===== config.mk =====
export PLATFORM = sky130hd
export DESIGN_NAME = tpe_isqrt_pipe
export DESIGN_NICKNAME = d
export VERILOG_FILES = /design/src/hw/rtl/tpe_isqrt_pipe.sv
export SDC_FILE = /design/constraint.sdc
export NUM_CORES = 2
export LEC_CHECK = 0
export BUFFER_PORTS_ARGS = -buffer_cell sky130_fd_sc_hd__buf_2
export CORE_ASPECT_RATIO = 0.7
export CORE_UTILIZATION = 60
export CTS_CLUSTER_SIZE = 25
export DETAILED_ROUTE_END_ITERATION = 10
export PLACE_DENSITY = 0.75
export SLEW_MARGIN = 20
export SYNTH_ARGS = -nofsm -noshare
export SYNTH_HDL_FRONTEND = slang
export SYNTH_MEMORY_MAX_BITS = 65536
export SYNTH_SLANG_ARGS = --single-unit

===== constraint.sdc =====
create_clock -name aclk -period 5.9 [get_ports aclk]
set_clock_uncertainty 0.1 [all_clocks]
set_input_delay 1.18 -clock aclk [delete_from_list [all_inputs] [get_ports aclk]]
set_output_delay 1.18 -clock aclk [all_outputs]
set_load 0.05 [all_outputs]

===== src/hw/rtl/tpe_isqrt_pipe.sv =====
// Pipelined integer square root of a 64-bit value, one result bit per stage.
module tpe_isqrt_pipe #(
    parameter int TAG_W = 8
) (
    input  logic             aclk,
    input  logic             aresetn,
    input  logic             en,
    input  logic             in_valid,
    input  logic [63:0]      in_val,
    input  logic [TAG_W-1:0] in_tag,
    output logic             out_valid,
    output logic [31:0]      out_root,
    output logic [TAG_W-1:0] out_tag
);
    localparam int STAGES = 32;

    logic [STAGES-1:0] valid_reg;
    logic [63:0]       rem_reg  [STAGES];
    logic [63:0]       res_reg  [STAGES];
    logic [TAG_W-1:0]  tag_reg  [STAGES];

    for (genvar j = 0; j < STAGES; j++) begin : g_stage
        logic             vld_in;
        logic [63:0]      rem_in;
        logic [63:0]      res_in;
        logic [TAG_W-1:0] tag_in;
        logic [63:0]      trial;
        logic [63:0]      rem_next;
        logic [63:0]      res_next;
        logic             fits;

        if (j == 0) begin : g_first
            assign vld_in = in_valid;
            assign rem_in = in_val;
            assign res_in = '0;
            assign tag_in = in_tag;
        end else begin : g_rest
            assign vld_in = valid_reg[j-1];
            assign rem_in = rem_reg[j-1];
            assign res_in = res_reg[j-1];
            assign tag_in = tag_reg[j-1];
        end

        assign trial    = res_in + (64'd1 << (62 - 2 * j));
        assign fits     = rem_in >= trial;
        assign rem_next = fits ? rem_in - trial : rem_in;
        assign res_next = fits ? (res_in >> 1) + (64'd1 << (62 - 2 * j)) : (res_in >> 1);

        always_ff @(posedge aclk) begin
            if (!aresetn) begin
                valid_reg[j] <= 1'b0;
            end else if (en) begin
                valid_reg[j] <= vld_in;
            end
        end

        always_ff @(posedge aclk) begin
            if (en) begin
                res_reg[j] <= res_next;
                tag_reg[j] <= tag_in;
            end
        end

        if (j < STAGES - 1) begin : g_rem
            always_ff @(posedge aclk) begin
                if (en) begin
                    rem_reg[j] <= rem_next;
                end
            end
        end
    end

    assign out_valid = valid_reg[STAGES-1];
    assign out_root  = res_reg[STAGES-1][31:0];
    assign out_tag   = tag_reg[STAGES-1];

endmodule


# --- Word level (Yosys, flattened, before mapping) ---
# Memories as Yosys holds them, arrays and structs flattened.
# Cells that the tools add are included.
op_classes:
  addsub: 93
  n_lt_le_gt_ge: 32
  muxes: 65
op_table:
  columns: ["op", "count"]
  rows:
  - ["two-way mux 64 bit", 62]
  - [">= comparator 64 bit", 31]
  - ["subtractor 64 bit", 30]
  - ["adder 63 x 1 -> 64 bit (second input constant)", 1]
  - ["adder 63 x 11 -> 64 bit (second input constant)", 1]
  - ["adder 63 x 13 -> 64 bit (second input constant)", 1]
  - ["adder 63 x 15 -> 64 bit (second input constant)", 1]
  - ["adder 63 x 17 -> 64 bit (second input constant)", 1]
  - ["adder 63 x 19 -> 64 bit (second input constant)", 1]
  - ["adder 63 x 21 -> 64 bit (second input constant)", 1]
  - ["adder 63 x 23 -> 64 bit (second input constant)", 1]
  - ["adder 63 x 25 -> 64 bit (second input constant)", 1]
  - ["adder 63 x 27 -> 64 bit (second input constant)", 1]
  - ["adder 63 x 29 -> 64 bit (second input constant)", 1]
  - ["adder 63 x 3 -> 64 bit (second input constant)", 1]
  - ["adder 63 x 31 -> 64 bit (second input constant)", 1]
  - ["adder 63 x 33 -> 64 bit (second input constant)", 1]
  - ["adder 63 x 35 -> 64 bit (second input constant)", 1]
  - ["adder 63 x 37 -> 64 bit (second input constant)", 1]
  - ["adder 63 x 39 -> 64 bit (second input constant)", 1]
  - ["adder 63 x 41 -> 64 bit (second input constant)", 1]
  - ["adder 63 x 43 -> 64 bit (second input constant)", 1]
  - ["adder 63 x 45 -> 64 bit (second input constant)", 1]
  - ["adder 63 x 47 -> 64 bit (second input constant)", 1]
  - ["45 further kinds", 46]
word_totals:
  register_bits: 32
  ramBits: 4352
  out_inout_bits: 41
  memories: 3
memory_table:
  columns: ["memory", "depth", "word_bits", "rd", "rd_ports_with_merged_regs", "wr", "line_no", "source"]
  rows:
  - ["rem_reg", 32, 64, 31, 0, 31, "18", "logic [63:0] rem_reg [STAGES];"]
  - ["res_reg", 32, 64, 32, 0, 32, "19", "logic [63:0] res_reg [STAGES];"]
  - ["tag_reg", 32, 8, 32, 0, 32, "20", "logic [TAG_W-1:0] tag_reg [STAGES];"]

# --- Logic depth before layout (Yosys ltp) ---
# An unclocked memory read counts as a cell.
depth:
  ltp_word: 4
  depth_mapped: 15
  ltp_nobuf: 12

# --- Worst setup path after synthesis ---
# OpenSTA, ideal clock, no wires.
synth_timing:
  path_kind: "register -> register"
  start: "memory rem_reg[21][41]"
  end: "memory rem_reg[22][63], data pin"
  setup_ns: 0.258
  arrival_time_ns: 3.140
  slack_ns: 2.402
  stages_incl_launch_ff: 12
  path_buffers: 2
  path_cell_list: "edfxtp_1 -> ha_1 -> buf_2 -> nand2_1 -> or3_1 -> or2_2 -> or4_1 -> o21a_1 -> buf_2 -> a2111oi_2 -> nand3_1 -> xnor2_1"
synth_rtl:
  columns: ["element", "line_no"]
  rows:
  - ["from (decl)", "18"]

==> results by group <==
Outcome
  – Status: finished, final reports clean

Synth
  – Top FF cell, synth: edfxtp_1
  – #FFs+latches synth: 2800
  – Synthesized cell area: between 0.1 and 0.15 sq mm
  – Post-synth cell types: 90
  – Syn Area/Cell: 12.94 sq um
  – Post-Synthesis Cells: roughly 10000
  – Register area share after synthesis: 0.6462
  – Synth warnings: 0
  – Share of the synthesized area in the top cell type: 0.6413
  – Ys async rst share: 0
  – Top post-synthesis cells by area: edfxtp_1, ha_1, xnor2_1
  – Synthesized net count: 10650
  – EDFF count, synth: 2768
  – Post-synth top area cell: edfxtp_1

Worst hold path
  – Worst hold-check path type: flip-flop to flip-flop

Pwr
  – Internal power: 39.25 mW
  – LEAKAGE: ~53 nW
  – VDD IR max: about 300 uV
  – Clk pwr share: 0.305
  – Sequential share of power: 0.479
  – Pwr Density: 395.1 mW/mm^2
  – Gate power share: 0.216
  – Switch Pwr: 17.27 mW
  – Tot Pwr: around 57 mW
  – Sw Ratio: 0.3056

Clock tree
  – Htree depth: 5
  – Worst-path clk slew: 0.06 ns
  – Post-CTS setup buffers: 0
  – Clk buf depth: 4
  – Clk root buf: clkbuf_16
  – CTS tree: done
  – Sink Count: 2800
  – CTS resizes: 0
  – # hold bufs at CTS: 0
  – Worst-skew pair later-pin latency: 0.87 ns
  – Clock buffer count from CTS: 277

Route
  – Initial DRC count: ~12000
  – Vias: roughly 84000
  – Routed wire per std cell: 25.12 um
  – DR vias/cell: 6.286
  – DRC viols: 0
  – Final WL: about 340 mm
  – DRT Pass-1 Iters: 6
  – Routed Antenna Nets: 0

Global routing
  – Pin count of the biggest net entering global routing: between 150 and 200
  – Initial antenna violation count: 9
  – Total global routing overflow: 0
  – Vias in the first global route: 77100
  – Gr usage total: 0.3061
  – Global-route wire length before repair: roughly 500 mm

Die
  – DIE HEIGHT: just under 400 um
  – Die X: 557.5 um
  – Core area: 0.2143 sq mm
  – # IOs: about 120
  – Initial core utilization: 0.6049
  – Placement row count: 142
  – DIE AREA: ~0.22 sq mm

Layout
  – Final nets: 10970
  – Share of cells above drive strength 1: 0.07693
  – Max reg flops: 1984
  – Fillers: about 15000
  – Finished Core Util: 0.6676
  – Area grow syn2layout: 10.36%

Worst setup path
  – Worst setup SP type: flip-flop
  – Critical path peak fanout: 6
  – Worst Setup End Kind: flip-flop
  – Worst setup path class: flip-flop to flip-flop
  – CP arrival: about 5.8 ns
  – Critical Path RT: 6.39 ns

Timing
  – Fin. Hold Viols: 0
  – Tmin final: 5.347 ns
  – Final period utilization: 0.9063
  – Final setup viols: 0
  – Slew @ Worst Pin: 1.410 ns
  – Final Max Slew Viols: 0
  – Fmax achieved: 187.0 MHz
  – Relative slew slack: 0.06014
  – RSZ-0062 raised after global routing: false

Placed design
  – I/O Buffers: 116
  – Post-DP HPWL: 250.3 mm
  – Final Wtd Congestion: 1.038

Job
  – Max cap viols: 0
==> critical path: stages, from the launching register on <==
cell      delay [ns]
edfxtp_1        0.44
nor4_1          0.76
nand3_1         0.73
or4_1           0.74
a31oi_2         0.63
nor2_4          0.06
inv_1           0.64
nand2_1         0.40
nor4_1          0.45
xor2_1          0.12
==> worst paths after layout <==
path	start	end	slack (ns)	cells after the start
min reg2reg	tag_reg[4][23]	tag_reg[4][31]	0.30	0
min	tag_reg[4][23]	tag_reg[4][31]	0.30	0
max reg2reg	rem_reg[27][44]	rem_reg[28][58]	0.55	9
max	rem_reg[27][44]	rem_reg[28][58]	0.55	9
==> synth_stat cells (all sizes together), types with 171 or more instances <==
master  number
a21o       189
a21oi      633
edfxtp    2768
ha         558
inv        721
nand2      590
nand4      171
nor2       714
nor3       250
nor4       335
o21ai      415
xnor2      508
xor2       385
==> cell usage in the layout, fill, tap and decap left out, drive strengths merged, types with 28 or more instances in the layout <==
cell    count
a211oi     43
a21boi     28
a21o      189
a21oi     633
a31oi      59
and2       39
and3       46
buf       234
clkbuf    330
clkinv    113
dfxtp      32
edfxtp   2768
ha        558
inv       734
mux2       85
mux2i      39
nand2     590
nand2b    116
nand3     160
nand3b     45
nand4     171
nor2      714
nor2b     100
nor3      250
nor4      335
nor4b      45
o211ai     41
o21a       87
o21ai     415
o21bai     66
o31ai      43
or2        31
or3       102
or4        65
xnor2     508
xor2      385
==> cell type report <==
cell class	instances	area, sq um	share of cell area
clock inverters	158	1415	0.009892
clock buffers	330	7237	0.05059
inverters	722	2710	0.01895
flip-flops and latches	2800	83760	0.5855
diodes	3	7.507	0.00005248
repair buffers	234	1719	0.01202
well taps	2880	3603	0.02519
multi-input cells	6298	42600	0.2978
==> cells by family (layout without fill, tap and decap cells) <==
family	Yosys count	in the layout	share of synthesized area
compound gates	1811	1811	0.08651
xor+xnor	893	893	0.06034
fa+ha+maj	558	558	0.05386
buf+inv	918	1444	0.02682
flops	2800	2800	0.6462
mux	124	124	0.01054
other cells	0	3	0
simple gates	2912	2912	0.1157
==> power by group through the flow <==
| stage | combinational (mW) | sequential, mW | clock (mW) |
|---|---|---|---|
| 6_report | 12.2 | 27.1 | 17.2 |
| 5_1_grt | 13.2 | 27.3 | 18.3 |
| 4_1_cts | 11.8 | 27.0 | 17.5 |
| 3_5_place_dp | 11.6 | 27.3 | 0 |
| 3_3_place_gp | 11.5 | 27.3 | 0 |
| 2_1_floorplan | 8.22 | 26.4 | 0 |
==> per-stage QoR <==
step           setup slack (ns)  std cells  cell area, sq um  hold slack [ns]  TNS (ns)
2_1_floorplan             2.402      10020            129600           0.3003         0
3_3_place_gp            -0.4050      12930            134200           0.3004    -4.996
3_5_place_dp             0.8326      12930            134300           0.3045         0
4_1_cts                  0.7994      13420            143000           0.2928         0
5_1_grt                  0.5850      13420            143000           0.3039         0
6_report                 0.5531      13430            143100           0.2995         0
==> metal layers <==
layer  global-route usage  vias to the layer above  routed length, um
met3               0.1043                      387              48130
met1               0.5315                    41230             165000
li1                     -                    38170                  -
met5             0.004664                        -                408
met4              0.05364                        8               5245
met2               0.3559                     4590             118400
No activity file was read; power rests on OpenSTA's default activity.
